File: config.mk
export PLATFORM = sky130hd
export DESIGN_NAME = http1_request_header_parser
export DESIGN_NICKNAME = d
export VERILOG_FILES = /design/src/hw/rtl/hrp_pkg.sv /design/src/hw/rtl/hrp_front.sv /design/src/hw/rtl/hrp_back.sv /design/src/hw/rtl/http1_request_header_parser.sv
export VERILOG_INCLUDE_DIRS = /design/src /design/src/hw/rtl
export SDC_FILE = /design/constraint.sdc
export NUM_CORES = 2
export LEC_CHECK = 0
export BUFFER_PORTS_ARGS = -buffer_cell sky130_fd_sc_hd__buf_4
export CAP_MARGIN = 20
export CORE_MARGIN = 5
export CORE_UTILIZATION = 55
export DETAILED_ROUTE_END_ITERATION = 12
export PLACE_DENSITY = 0.72
export SLEW_MARGIN = 20
export SYNTH_ARGS = -nofsm -noshare
export SYNTH_HDL_FRONTEND = slang
export SYNTH_SLANG_ARGS = --single-unit
File: constraint.sdc
create_clock -name i_clk -period 17 [get_ports i_clk]
set_clock_uncertainty 0.05 [all_clocks]
set_input_delay 2.55 -clock i_clk [delete_from_list [all_inputs] [get_ports i_clk]]
set_output_delay 2.55 -clock i_clk [all_outputs]
set_load 0.005 [all_outputs]
File: src/hw/rtl/http1_request_header_parser_macros.svh
// Assertion macros used by the request parser back end.
`ifndef HTTP1_REQUEST_HEADER_PARSER_MACROS_SVH
`define HTTP1_REQUEST_HEADER_PARSER_MACROS_SVH

// Same-cycle implication, disabled while reset is asserted.
`define HRP_ASSERT_IMPLY(label, clk, rst_n, ante, cons) \
    label: assert property (@(posedge clk) disable iff (!rst_n) (ante) |-> (cons)) \
        else $error("hrp assertion failed");

// Next-cycle implication, disabled while reset is asserted.
`define HRP_ASSERT_NEXT(label, clk, rst_n, ante, cons) \
    label: assert property (@(posedge clk) disable iff (!rst_n) (ante) |=> (cons)) \
        else $error("hrp assertion failed");

`endif

File: src/hw/rtl/hrp_pkg.sv
// Shared types, codes and constant text for the HTTP/1 request parser.
package hrp_pkg;

    localparam int VERSION_CHARS = 8;
    localparam int NUM_METHODS   = 9;

    // byte classes
    localparam logic [2:0] CLS_OTHER  = 3'd0;
    localparam logic [2:0] CLS_METHOD = 3'd1;
    localparam logic [2:0] CLS_URI    = 3'd2;
    localparam logic [2:0] CLS_NAME   = 3'd3;
    localparam logic [2:0] CLS_VALUE  = 3'd4;
    localparam logic [2:0] CLS_BODY   = 3'd5;

    // events
    localparam logic [2:0] EV_NONE    = 3'd0;
    localparam logic [2:0] EV_METHOD  = 3'd1;
    localparam logic [2:0] EV_URI     = 3'd2;
    localparam logic [2:0] EV_VERSION = 3'd3;
    localparam logic [2:0] EV_NAME    = 3'd4;
    localparam logic [2:0] EV_VALUE   = 3'd5;
    localparam logic [2:0] EV_DONE    = 3'd6;
    localparam logic [2:0] EV_ERROR   = 3'd7;

    // error kinds
    localparam logic [1:0] ERR_NONE      = 2'd0;
    localparam logic [1:0] ERR_MALFORMED = 2'd1;
    localparam logic [1:0] ERR_VALUE     = 2'd2;

    // register indexes
    localparam logic [1:0] REG_URI_LIMIT   = 2'd0;
    localparam logic [1:0] REG_NAME_LIMIT  = 2'd1;
    localparam logic [1:0] REG_VALUE_LIMIT = 2'd2;

    // method indexes with special meaning
    localparam logic [3:0] METH_GET  = 4'd0;
    localparam logic [3:0] METH_HEAD = 4'd5;

    // header-name candidate bits
    localparam int HM_CL = 0;
    localparam int HM_TE = 1;

    localparam logic [7:0] CH_SP    = 8'h20;
    localparam logic [7:0] CH_TAB   = 8'h09;
    localparam logic [7:0] CH_CR    = 8'h0D;
    localparam logic [7:0] CH_LF    = 8'h0A;
    localparam logic [7:0] CH_COLON = 8'h3A;
    localparam logic [7:0] CH_ZERO  = 8'h30;
    localparam logic [7:0] CH_ONE   = 8'h31;

    typedef logic [0:7][7:0] t_meth_text;

    // padded with blanks; only positions below the length are compared
    localparam t_meth_text METH_TEXT [NUM_METHODS] = '{
        "GET     ", "POST    ", "PUT     ", "PATCH   ", "DELETE  ",
        "HEAD    ", "OPTIONS ", "CONNECT ", "TRACE   "
    };
    localparam logic [3:0] METH_LEN [NUM_METHODS] = '{
        4'd3, 4'd4, 4'd3, 4'd5, 4'd6, 4'd4, 4'd7, 4'd7, 4'd5
    };

    localparam int CL_LEN = 14;
    localparam int TE_LEN = 17;
    localparam int CK_LEN = 7;
    localparam int VER_PREFIX = 7;

    localparam logic [0:CL_LEN-1][7:0]     CL_TEXT  = "content-length";
    localparam logic [0:TE_LEN-1][7:0]     TE_TEXT  = "transfer-encoding";
    localparam logic [0:CK_LEN-1][7:0]     CK_TEXT  = "chunked";
    localparam logic [0:VER_PREFIX-1][7:0] VER_TEXT = "HTTP/1.";

    // one byte after the classifier
    typedef struct packed {
        logic [7:0] data;
        logic [7:0] lower;
        logic       restart;
        logic       is_blank;
        logic       is_digit;
    } t_item;

    // queue to back end
    typedef struct packed {
        logic  valid;
        t_item item;
    } t_q_out;

endpackage

File: src/hw/rtl/hrp_front.sv
// Front end: accepts bytes, classifies them and queues them for the parser.
module hrp_front (
    input  logic            i_clk,
    input  logic            i_rst_n,
    input  logic            i_valid,
    output logic            o_stall,
    input  logic [7:0]      i_byte_in,
    input  logic            i_restart,
    output hrp_pkg::t_q_out o_q,
    input  logic            i_pop
);
    import hrp_pkg::*;

    t_item      r_mem [2];
    logic       r_wr_ptr, r_rd_ptr;
    logic [1:0] r_count;
    t_item      w_cls;
    logic       w_push;

    always_comb begin
        w_cls.data     = i_byte_in;
        w_cls.restart  = i_restart;
        w_cls.is_blank = (i_byte_in == CH_SP) || (i_byte_in == CH_TAB);
        w_cls.is_digit = (i_byte_in >= 8'h30) && (i_byte_in <= 8'h39);
        w_cls.lower    = ((i_byte_in >= 8'h41) && (i_byte_in <= 8'h5A)) ?
                         (i_byte_in + 8'd32) : i_byte_in;
    end

    assign o_stall = (r_count == 2'd2);
    assign w_push  = i_valid && !o_stall;

    assign o_q.valid = (r_count != 2'd0);
    assign o_q.item  = r_mem[r_rd_ptr];

    always_ff @(posedge i_clk) begin
        if (w_push) begin
            r_mem[r_wr_ptr] <= w_cls;
        end
    end

    always_ff @(posedge i_clk) begin
        if (!i_rst_n) begin
            r_wr_ptr <= 1'b0;
            r_rd_ptr <= 1'b0;
            r_count  <= 2'd0;
        end else begin
            if (w_push) r_wr_ptr <= !r_wr_ptr;
            if (i_pop)  r_rd_ptr <= !r_rd_ptr;
            case ({w_push, i_pop})
                2'b10:   r_count <= r_count + 2'd1;
                2'b01:   r_count <= r_count - 2'd1;
                default: r_count <= r_count;
            endcase
        end
    end

endmodule

File: src/hw/rtl/hrp_back.sv
// Back end: parser state machine, limit registers and output register.
`include "http1_request_header_parser_macros.svh"

module hrp_back #(
    parameter int METHOD_LIMIT = 7,
    parameter int COUNT_WIDTH  = 16
) (
    input  logic            i_clk,
    input  logic            i_rst_n,
    input  hrp_pkg::t_q_out i_q,
    output logic            o_pop,
    input  logic            i_cfg_we,
    input  logic [1:0]      i_cfg_idx,
    input  logic [15:0]     i_cfg_data,
    output logic            o_valid,
    input  logic            i_stall,
    output logic [7:0]      o_byte_out,
    output logic [2:0]      o_byte_class,
    output logic [2:0]      o_event_res,
    output logic [3:0]      o_method_index,
    output logic            o_protocol_minor,
    output logic [1:0]      o_error_kind,
    output logic [15:0]     o_token_length,
    output logic [63:0]     o_body_length,
    output logic            o_is_chunked
);
    import hrp_pkg::*;

    localparam int         CW   = COUNT_WIDTH;
    localparam logic [32:0] CMAX = (33'd1 << COUNT_WIDTH) - 33'd1;
    localparam logic [32:0] MLIM = 33'(METHOD_LIMIT);

    typedef enum logic [2:0] {
        PH_METHOD, PH_URI, PH_VERSION, PH_NAME, PH_VALUE, PH_BODY, PH_DONE, PH_ERROR
    } t_phase;

    logic [15:0] r_uri_limit, r_name_limit, r_value_limit;

    t_phase          r_phase, c_phase, n_phase;
    logic [CW-1:0]   r_fc, c_fc, n_fc;
    logic [8:0]      r_mcand, c_mcand, n_mcand;
    logic [3:0]      r_mfound, c_mfound, n_mfound;
    logic            r_vminor, c_vminor, n_vminor;
    logic            r_lcr, c_lcr, n_lcr;
    logic [1:0]      r_hmatch, c_hmatch, n_hmatch;
    logic            r_trim_st, c_trim_st, n_trim_st;
    logic [63:0]     r_len, c_len, n_len;
    logic            r_ck_seen, c_ck_seen, n_ck_seen;
    logic [3:0]      r_ck_match, c_ck_match, n_ck_match;
    logic [63:0]     r_body, c_body, n_body;
    logic [1:0]      r_err, c_err, n_err;
    logic [CW-1:0]   r_trim_len, c_trim_len, n_trim_len;
    logic [CW-1:0]   r_pend, c_pend, n_pend;

    logic            r_o_valid;
    logic [7:0]      r_o_byte;
    logic [2:0]      r_o_class, r_o_event;
    logic [3:0]      r_o_midx;
    logic            r_o_minor, r_o_chunked;
    logic [1:0]      r_o_err;
    logic [15:0]     r_o_tok;
    logic [63:0]     r_o_blen;

    logic [2:0]      n_cls, n_ev;
    logic [15:0]     n_tok;
    logic            w_bad;
    logic [1:0]      w_bad_kind;
    logic [3:0]      w_hit;
    logic            w_hit_ok;
    logic [32:0]     w_fc_w;
    logic            w_gap;
    logic [67:0]     w_len10;
    logic [63:0]     w_body_inc;
    t_item           w_it;

    assign w_it  = i_q.item;
    assign o_pop = i_q.valid && (!r_o_valid || !i_stall);

    always_ff @(posedge i_clk) begin
        if (!i_rst_n) begin
            r_uri_limit   <= 16'd8192;
            r_name_limit  <= 16'd256;
            r_value_limit <= 16'd8192;
        end else if (i_cfg_we) begin
            unique case (i_cfg_idx)
                REG_URI_LIMIT:   r_uri_limit   <= i_cfg_data;
                REG_NAME_LIMIT:  r_name_limit  <= i_cfg_data;
                REG_VALUE_LIMIT: r_value_limit <= i_cfg_data;
                default: ;
            endcase
        end
    end

    always_comb begin
        // restart clears the parser before this byte
        if (w_it.restart) begin
            c_phase = PH_METHOD; c_fc = '0; c_mcand = '1; c_mfound = '0;
            c_vminor = 1'b0; c_lcr = 1'b0; c_hmatch = 2'b11; c_trim_st = 1'b0;
            c_len = '0; c_ck_seen = 1'b0; c_ck_match = '0; c_body = '0;
            c_err = ERR_NONE; c_trim_len = '0; c_pend = '0;
        end else begin
            c_phase = r_phase; c_fc = r_fc; c_mcand = r_mcand; c_mfound = r_mfound;
            c_vminor = r_vminor; c_lcr = r_lcr; c_hmatch = r_hmatch;
            c_trim_st = r_trim_st; c_len = r_len; c_ck_seen = r_ck_seen;
            c_ck_match = r_ck_match; c_body = r_body; c_err = r_err;
            c_trim_len = r_trim_len; c_pend = r_pend;
        end

        n_phase = c_phase; n_fc = c_fc; n_mcand = c_mcand; n_mfound = c_mfound;
        n_vminor = c_vminor; n_lcr = c_lcr; n_hmatch = c_hmatch; n_trim_st = c_trim_st;
        n_len = c_len; n_ck_seen = c_ck_seen; n_ck_match = c_ck_match; n_body = c_body;
        n_err = c_err; n_trim_len = c_trim_len; n_pend = c_pend;

        n_cls = CLS_OTHER; n_ev = EV_NONE; n_tok = '0;
        w_bad = 1'b0; w_bad_kind = ERR_MALFORMED;
        w_fc_w = 33'(c_fc);
        w_gap = (c_pend != '0);
        w_len10 = {1'b0, c_len, 3'b000} + {3'b000, c_len, 1'b0}
                + {60'd0, w_it.data - CH_ZERO};
        w_body_inc = c_body + 64'd1;

        w_hit = '0; w_hit_ok = 1'b0;
        for (int i = NUM_METHODS - 1; i >= 0; i--) begin
            if (c_mcand[i] && (w_fc_w == 33'(METH_LEN[i]))) begin
                w_hit = 4'(i); w_hit_ok = 1'b1;
            end
        end

        unique case (c_phase)
            PH_METHOD: begin
                if (w_it.data == CH_SP) begin
                    if (c_fc == '0 || !w_hit_ok) begin
                        w_bad = 1'b1;
                    end else begin
                        n_mfound = w_hit; n_ev = EV_METHOD; n_tok = 16'(c_fc);
                        n_phase = PH_URI; n_fc = '0;
                    end
                end else if (w_fc_w >= MLIM || w_fc_w >= CMAX) begin
                    w_bad = 1'b1;
                end else begin
                    for (int i = 0; i < NUM_METHODS; i++) begin
                        if (!(w_fc_w < 33'(METH_LEN[i]) &&
                              METH_TEXT[i][c_fc[2:0]] == w_it.data))
                            n_mcand[i] = 1'b0;
                    end
                    n_fc = c_fc + 1'b1; n_cls = CLS_METHOD;
                end
            end
            PH_URI: begin
                if (w_it.data == CH_SP) begin
                    if (c_fc == '0) begin
                        w_bad = 1'b1;
                    end else begin
                        n_ev = EV_URI; n_tok = 16'(c_fc); n_phase = PH_VERSION; n_fc = '0;
                    end
                end else if (w_fc_w >= 33'(r_uri_limit) || w_fc_w >= CMAX) begin
                    w_bad = 1'b1;
                end else begin
                    n_fc = c_fc + 1'b1; n_cls = CLS_URI;
                end
            end
            PH_VERSION: begin
                if (w_fc_w < 33'(VER_PREFIX)) begin
                    if (w_it.data != VER_TEXT[c_fc[2:0]]) w_bad = 1'b1;
                    else n_fc = c_fc + 1'b1;
                end else if (w_fc_w == 33'(VER_PREFIX)) begin
                    if (w_it.data != CH_ZERO && w_it.data != CH_ONE) begin
                        w_bad = 1'b1;
                    end else begin
                        n_vminor = (w_it.data == CH_ONE); n_fc = c_fc + 1'b1;
                    end
                end else if (w_fc_w == 33'(VERSION_CHARS)) begin
                    if (w_it.data != CH_CR) w_bad = 1'b1;
                    else n_fc = c_fc + 1'b1;
                end else if (w_it.data != CH_LF) begin
                    w_bad = 1'b1;
                end else begin
                    n_ev = EV_VERSION; n_tok = 16'(VERSION_CHARS); n_phase = PH_NAME;
                    n_fc = '0; n_lcr = 1'b0; n_hmatch = 2'b11;
                end
            end
            PH_NAME: begin
                if (c_fc == '0 && c_lcr) begin
                    if (w_it.data != CH_LF) begin
                        w_bad = 1'b1;
                    end else begin
                        n_lcr = 1'b0;
                        if (c_mfound == METH_GET || c_mfound == METH_HEAD || c_len == '0) begin
                            n_phase = PH_DONE; n_ev = EV_DONE;
                        end else begin
                            n_phase = PH_BODY; n_body = '0;
                        end
                    end
                end else if (c_fc == '0 && w_it.data == CH_CR) begin
                    n_lcr = 1'b1;
                end else if (w_it.data == CH_COLON) begin
                    if (c_fc == '0) begin
                        w_bad = 1'b1;
                    end else begin
                        if (w_fc_w != 33'(CL_LEN)) n_hmatch[HM_CL] = 1'b0;
                        if (w_fc_w != 33'(TE_LEN)) n_hmatch[HM_TE] = 1'b0;
                        if (n_hmatch[HM_CL]) n_len = '0;
                        n_ev = EV_NAME; n_tok = 16'(c_fc); n_phase = PH_VALUE; n_fc = '0;
                        n_trim_st = 1'b0; n_trim_len = '0; n_pend = '0;
                        n_ck_match = '0; n_lcr = 1'b0;
                    end
                end else if (w_fc_w >= 33'(r_name_limit) || w_fc_w >= CMAX) begin
                    w_bad = 1'b1;
                end else begin
                    if (!(w_fc_w < 33'(CL_LEN) && w_it.lower == CL_TEXT[c_fc[3:0]]))
                        n_hmatch[HM_CL] = 1'b0;
                    if (!(w_fc_w < 33'(TE_LEN) && w_it.lower == TE_TEXT[c_fc[4:0]]))
                        n_hmatch[HM_TE] = 1'b0;
                    n_fc = c_fc + 1'b1; n_cls = CLS_NAME;
                end
            end
            PH_VALUE: begin
                if (c_lcr) begin
                    if (w_it.data != CH_LF) begin
                        w_bad = 1'b1;
                    end else if (c_hmatch[HM_CL] && c_trim_len == '0) begin
                        w_bad = 1'b1; w_bad_kind = ERR_VALUE;
                    end else if (c_hmatch[HM_TE] &&
                                 !(c_ck_match == 4'(CK_LEN) &&
                                   33'(c_trim_len) == 33'(CK_LEN))) begin
                        w_bad = 1'b1; w_bad_kind = ERR_VALUE;
                    end else begin
                        if (c_hmatch[HM_TE]) n_ck_seen = 1'b1;
                        n_ev = EV_VALUE; n_tok = 16'(c_trim_len); n_phase = PH_NAME;
                        n_fc = '0; n_lcr = 1'b0; n_hmatch = 2'b11;
                    end
                end else if (w_it.data == CH_CR) begin
                    n_lcr = 1'b1;
                end else if (w_it.data == CH_LF) begin
                    w_bad = 1'b1;
                end else if (w_fc_w >= 33'(r_value_limit) || w_fc_w >= CMAX) begin
                    w_bad = 1'b1;
                end else begin
                    n_fc = c_fc + 1'b1; n_cls = CLS_VALUE;
                    if (w_it.is_blank) begin
                        if (c_trim_st) n_pend = c_pend + 1'b1;
                    end else begin
                        n_trim_len = c_trim_len + c_pend + 1'b1;
                        n_pend = '0; n_trim_st = 1'b1;
                        if (c_hmatch[HM_CL]) begin
                            if (!w_it.is_digit || w_gap || w_len10[67:64] != 4'd0) begin
                                w_bad = 1'b1; w_bad_kind = ERR_VALUE;
                            end else begin
                                n_len = w_len10[63:0];
                            end
                        end
                        if (c_hmatch[HM_TE]) begin
                            if (w_gap || c_ck_match >= 4'(CK_LEN) ||
                                w_it.lower != CK_TEXT[c_ck_match[2:0]])
                                n_ck_match = 4'hF;
                            else
                                n_ck_match = c_ck_match + 4'd1;
                        end
                    end
                end
            end
            PH_BODY: begin
                n_cls = CLS_BODY; n_body = w_body_inc;
                if (w_body_inc >= c_len) begin
                    n_phase = PH_DONE; n_ev = EV_DONE;
                end
            end
            default: ;
        endcase

        if (w_bad) begin
            n_phase = PH_ERROR; n_err = w_bad_kind; n_ev = EV_ERROR;
            n_cls = CLS_OTHER; n_tok = '0;
        end
    end

    always_ff @(posedge i_clk) begin
        if (!i_rst_n) begin
            r_phase <= PH_METHOD; r_fc <= '0; r_mcand <= '1; r_mfound <= '0;
            r_vminor <= 1'b0; r_lcr <= 1'b0; r_hmatch <= 2'b11; r_trim_st <= 1'b0;
            r_len <= '0; r_ck_seen <= 1'b0; r_ck_match <= '0; r_body <= '0;
            r_err <= ERR_NONE; r_trim_len <= '0; r_pend <= '0;
            r_o_valid <= 1'b0;
        end else begin
            if (o_pop) begin
                r_phase <= n_phase; r_fc <= n_fc; r_mcand <= n_mcand;
                r_mfound <= n_mfound; r_vminor <= n_vminor; r_lcr <= n_lcr;
                r_hmatch <= n_hmatch; r_trim_st <= n_trim_st; r_len <= n_len;
                r_ck_seen <= n_ck_seen; r_ck_match <= n_ck_match; r_body <= n_body;
                r_err <= n_err; r_trim_len <= n_trim_len; r_pend <= n_pend;
                r_o_valid <= 1'b1;
            end else if (!i_stall) begin
                r_o_valid <= 1'b0;
            end
        end
    end

    always_ff @(posedge i_clk) begin
        if (o_pop) begin
            r_o_byte    <= w_it.data;
            r_o_class   <= n_cls;
            r_o_event   <= n_ev;
            r_o_midx    <= n_mfound;
            r_o_minor   <= n_vminor;
            r_o_err     <= n_err;
            r_o_tok     <= n_tok;
            r_o_blen    <= n_len;
            r_o_chunked <= n_ck_seen;
        end
    end

    assign o_valid          = r_o_valid;
    assign o_byte_out       = r_o_byte;
    assign o_byte_class     = r_o_class;
    assign o_event_res      = r_o_event;
    assign o_method_index   = r_o_midx;
    assign o_protocol_minor = r_o_minor;
    assign o_error_kind     = r_o_err;
    assign o_token_length   = r_o_tok;
    assign o_body_length    = r_o_blen;
    assign o_is_chunked     = r_o_chunked;

    `HRP_ASSERT_IMPLY(a_err_kind_set, i_clk, i_rst_n, r_phase == PH_ERROR, r_err != ERR_NONE)
    `HRP_ASSERT_IMPLY(a_err_event, i_clk, i_rst_n, r_o_valid && r_o_event == EV_ERROR, r_o_err != ERR_NONE)
    `HRP_ASSERT_IMPLY(a_body_len, i_clk, i_rst_n, r_phase == PH_BODY, r_len != 64'd0)
    `HRP_ASSERT_NEXT(a_pop_loads, i_clk, i_rst_n, o_pop, r_o_valid)

endmodule

File: src/hw/rtl/http1_request_header_parser.sv
// Top level of the HTTP/1 request header parser.
//
// Usage:
//  Input channel: one request byte per transfer (i_byte_in, i_restart) on
//  i_valid / o_stall. i_restart clears the parse state before its byte.
//  Output channel: one classified result per input byte on o_valid /
//  i_stall, in input order: byte, class, event, method, minor version,
//  error kind, token length, content length so far and chunked flag.
//  Configuration: i_cfg_we writes i_cfg_data into limit register
//  i_cfg_idx (0 URI, 1 header name, 2 header value); index 3 is ignored.
//  Write only while no byte is in flight.
// Timing:
//  One byte per cycle sustained while i_stall is low. A result passes
//  through the front-end classifier queue, then through the parser
//  step into the output register; the parser state update is a loop
//  through the state registers alone, which sets the rate.
// Reset and stall:
//  Synchronous active-low reset empties the queue, drops o_valid, sets the
//  parser to the method phase and loads the default limits. While the
//  receiver stalls the result holds; the two-entry queue takes up to two
//  more bytes, then o_stall rises.
module http1_request_header_parser #(
    parameter int METHOD_LIMIT = 7,
    parameter int COUNT_WIDTH  = 16
) (
    input  logic        i_clk,
    input  logic        i_rst_n,
    input  logic        i_valid,
    output logic        o_stall,
    input  logic [7:0]  i_byte_in,
    input  logic        i_restart,
    input  logic        i_cfg_we,
    input  logic [1:0]  i_cfg_idx,
    input  logic [15:0] i_cfg_data,
    output logic        o_valid,
    input  logic        i_stall,
    output logic [7:0]  o_byte_out,
    output logic [2:0]  o_byte_class,
    output logic [2:0]  o_event_res,
    output logic [3:0]  o_method_index,
    output logic        o_protocol_minor,
    output logic [1:0]  o_error_kind,
    output logic [15:0] o_token_length,
    output logic [63:0] o_body_length,
    output logic        o_is_chunked
);
    import hrp_pkg::*;

    t_q_out w_q;    // head of the classifier queue
    logic   w_pop;  // parser takes the head this cycle

    hrp_front u_front (
        .i_clk     (i_clk),
        .i_rst_n   (i_rst_n),
        .i_valid   (i_valid),
        .o_stall   (o_stall),
        .i_byte_in (i_byte_in),
        .i_restart (i_restart),
        .o_q       (w_q),
        .i_pop     (w_pop)
    );

    hrp_back #(
        .METHOD_LIMIT (METHOD_LIMIT),
        .COUNT_WIDTH  (COUNT_WIDTH)
    ) u_back (
        .i_clk            (i_clk),
        .i_rst_n          (i_rst_n),
        .i_q              (w_q),
        .o_pop            (w_pop),
        .i_cfg_we         (i_cfg_we),
        .i_cfg_idx        (i_cfg_idx),
        .i_cfg_data       (i_cfg_data),
        .o_valid          (o_valid),
        .i_stall          (i_stall),
        .o_byte_out       (o_byte_out),
        .o_byte_class     (o_byte_class),
        .o_event_res      (o_event_res),
        .o_method_index   (o_method_index),
        .o_protocol_minor (o_protocol_minor),
        .o_error_kind     (o_error_kind),
        .o_token_length   (o_token_length),
        .o_body_length    (o_body_length),
        .o_is_chunked     (o_is_chunked)
    );

endmodule
==> metrics.yaml <==
cells_and_area:
  diodes: 0
  layout_common_cells: "nand2_1 (501), a21oi_1 (412), nor2_1 (329)"
  fin_nets: 4155
  drive_above_1_share_pct: 8.36
  final_common_cell: "nand2_1"
  final_cells: 4572
  syn2layout_area_growth_pct: 10.4
floorplanning:
  num_rows: 85
  die_w_um: 243
  die-area_mm2: 0.0593
  core_area_mm2: 0.0539
  die_h_um: 243
  start_util_pct: 55.6
  ioPinCount: 136
grt:
  grt_pass1_vias: 28022
  grt_remaining_overflow: 0
  antenna_found_initial: 1
  track_usage_pct: 34.3
  grt_pass1_wl_um: 163000
  grt_max_degree: 134
yosys:
  yosysSeqAreaShare_pct: 30.3
  synth_xor_xnor_area_share_pct: 4.97
  synth-main-ff-cell: "dfxtp_1"
  synth_cell_type_count: 96
  synth_top_family_by_area: "compound AO/OA/AOI/OAI gates"
  synth_adder_area_share_pct: 12.0
  synthArstFlopShare_pct: 0
  synth_compound_area_share_pct: 24.9
  netlist_area_mm2: 0.0300
  synth_mux_area_share_pct: 1.87
  synth_fp_nets: 4133
  syn_area_per_cell_um2: 7.85
  ys_seq_elements: 388
  synth_simple_gate_area_share_pct: 20.8
  synthCells: 3818
  synth-edff-count: 130
  yosys_warnings: 0
setup_path:
  path_cells: "buf_4 -> mux2i_2 -> inv_1 -> fa_1 -> inv_1 -> fa_1 -> nand2b_1 -> a211oi_1 -> o21ai_2 -> a211oi_2 -> o31ai_1 -> a2111oi_2 -> o21a_1 -> o211ai_2 -> nor4_4 -> buf_4 -> mux2_2 -> o21ai_1 -> nor2_1"
  worst-r2r-setup-slack_ns: 9.58
  cp_max_fo: 47
  crit_path_max_incr_delay_ns: 0.72
  r2r_end: "u_back.o_body_length[38]"
  end_kind: "flop"
  r2r_cells: 19
  crit_type: "reg -> reg"
  critical_path_required_ns: 17.29
  arrival_ns: 7.71
  start_kind: "flop"
  cp_slowest_cell: "buf_4"
timing:
  slew_viol_final: 0
  finalHoldViolations: 0
  setup_tns_ns: 0
  slew-limit-headroom_pct: 27.0
  tightestPinTransition_ns: 1.09
  fmax_mhz: 135
  finalCritPeriodShare_pct: 43.7
  setup_violations: 0
  rsz0062_at_grt: "no"
  min_period_ns: 7.42
power_and_ir_drop:
  power_density_mw_per_mm2: 123
  intPower_uw: 2350
  leakagePower_uw: 0.0136
  pwr-share-comb_pct: 41.9
  power_uw: 4060
  switching_power_uw: 1710
  ir_drop_v: 0.000193
  power_switching_share_pct: 42.0
  power_frac_clock_pct: 26.8
  pwr-share-seq_pct: 31.3
clocking:
  root_buffer: "clkbuf_16"
  clk_latency_ns: 0.60
  postCtsResizedCells: 0
  cts_setup_buffers: 0
  htreeDepth: 2
  cts_sinks: 388
  clockBufferDepth: 3
  cts.clk_slew.worst_paths_ns: 0.06
  cts_inserted_buffers: 45
  ctsHoldBuffers: 0
  tritoncts: "built"
detailed_routing:
  drt_pre_antenna_iters: 6
  via_per_inst: 6.54
  wire_per_inst_um: 23.3
  vias: 29891
  drc: 0
  drt-total-wl_um: 107000
  drt.antenna.violating_nets: 0
  first_iter_violations: 3500
placement:
  portBuffers: 135
  place_congestion: 1.07
  dp.cells: 4489
  hpwlAfterDp_um: 78400
job:
  cap_violations: 0
worst_hold_path:
  worstHoldPathCells: 2
  hp-start: "u_back.r_value_limit[3]"
  hold_end: "u_back.r_value_limit[3]"
  min_path_type: "reg -> reg"
run_status:
  status: "completed"
==> power groups by stage <==
stage               combinational, uW  clock, uW  sequential, uW
floorplan                        1010          0            1270
global placement                 1650          0            1290
detailed placement               1650          0            1290
CTS                              1660       1100            1270
global route                     1810       1140            1290
finish                           1700       1090            1270
==> routing by layer <==
layer	track usage [%]	vias to the layer above	routed length, um
met1	44.2	13918	42300
met4	19.3	0	7320
li1	-	14004	-
met3	4.94	350	9260
met2	55.4	1619	47600
met5	0	-	0
==> Yosys cell counts, types with 8 or more instances <==
master	instances	area share (%)
a21oi_1	413	6.9
a31oi_1	37	0.77
and4_1	14	0.41
nand4_1	75	1.6
nor4_1	47	0.98
o2111ai_1	12	0.35
o21a_1	26	0.65
nand2_1	501	6.3
o21bai_1	15	0.38
and2_1	45	0.94
nand3_1	103	1.7
o21ba_2	11	0.37
and3_1	34	0.71
dfxtp_1	258	17
a21o_1	64	1.6
a22oi_1	88	2.2
a211oi_1	84	2.1
a21boi_0	10	0.25
edfxtp_1	130	13
nand2b_1	25	0.52
nor2_1	330	4.1
nor2b_1	17	0.35
nor3_1	78	1.3
xnor2_1	106	3.1
o211ai_1	18	0.45
or3_1	39	0.81
xor2_1	64	1.9
a221oi_1	13	0.38
buf_2	23	0.38
buf_1	18	0.23
mux2_2	11	0.41
or2_2	13	0.27
o22ai_1	33	0.69
o31ai_1	15	0.38
clkbuf_1	154	1.9
inv_1	191	2.4
o21ai_0	205	3.4
mux2i_1	35	1.2
o21ai_1	9	0.15
a22o_1	18	0.53
ha_1	276	12
o221ai_1	8	0.23
==> worst max-delay path by stage <==
stage               slack (ns)     from                        to  depth (start not counted)
floorplan                 9.50  i_stall        u_front.r_count[1]                          8
global placement          9.45     flop  u_back.o_body_length[38]                         19
detailed placement        9.81     flop  u_back.o_body_length[38]                         20
CTS                       9.75     flop  u_back.o_body_length[38]                         19
global route              9.22     flop  u_back.o_body_length[38]                         19
finish                    9.58     flop  u_back.o_body_length[38]                         19
==> state kept, by name (all words and copies together) (netlist names), 28 cells and up, named ones only <==
| signal | cells |
|---|---|
| u_back.o_body_length | 64 |
| u_back.r_body | 64 |
| u_back.r_len | 64 |
| u_front.r_mem | 28 |
==> worst max-delay path: cells and delay by family (launching register included) <==
| kind | cells | cell delay (ns) |
|---|---|---|
| adders and majority gates | 2 | 1.12 |
| and+or+nand+nor | 3 | 0.77 |
| muxes | 2 | 1.00 |
| AOI/OAI and AO/OA | 8 | 2.33 |
| buffers and inverters | 4 | 1.53 |
| DFF | 1 | 0.30 |
==> cells by family (layout without fill, tap and decap cells) <==
logic type / after synthesis / count (layout)
adder cells (fa/ha/maj): 283 / 283
multiplexers: 51 / 51
XOR/XNOR: 170 / 170
flip-flops: 388 / 388
buffers and inverters: 400 / 458
AO/OA/AOI/OAI: 1175 / 1175
AND/OR/NAND/NOR: 1351 / 1351
==> layout make-up <==
cell class / instances / area [um2]
clock buffer: 60 / 1250
tap: 696 / 871
inverter: 196 / 746
timing repair buffer: 179 / 1360
fill: 4853 / 20800
multi-input combinational: 3030 / 19400
clock inverter: 23 / 373
sequential: 388 / 9070
==> through the flow <==
stage / hold WS, ns / instance area (um2) / utilization [%] / worst slack (ns)
2_1_floorplan: 0.382 / 30000 / - / 9.50
3_3_place_gp: 0.392 / 31500 / 58.3 / 9.45
3_5_place_dp: 0.397 / 31500 / 58.4 / 9.81
4_1_cts: 0.405 / 33100 / 61.4 / 9.75
5_1_grt: 0.417 / 33100 / 61.4 / 9.22
6_report: 0.404 / 33100 / 61.4 / 9.58
(Power assumes the default switching activity.)
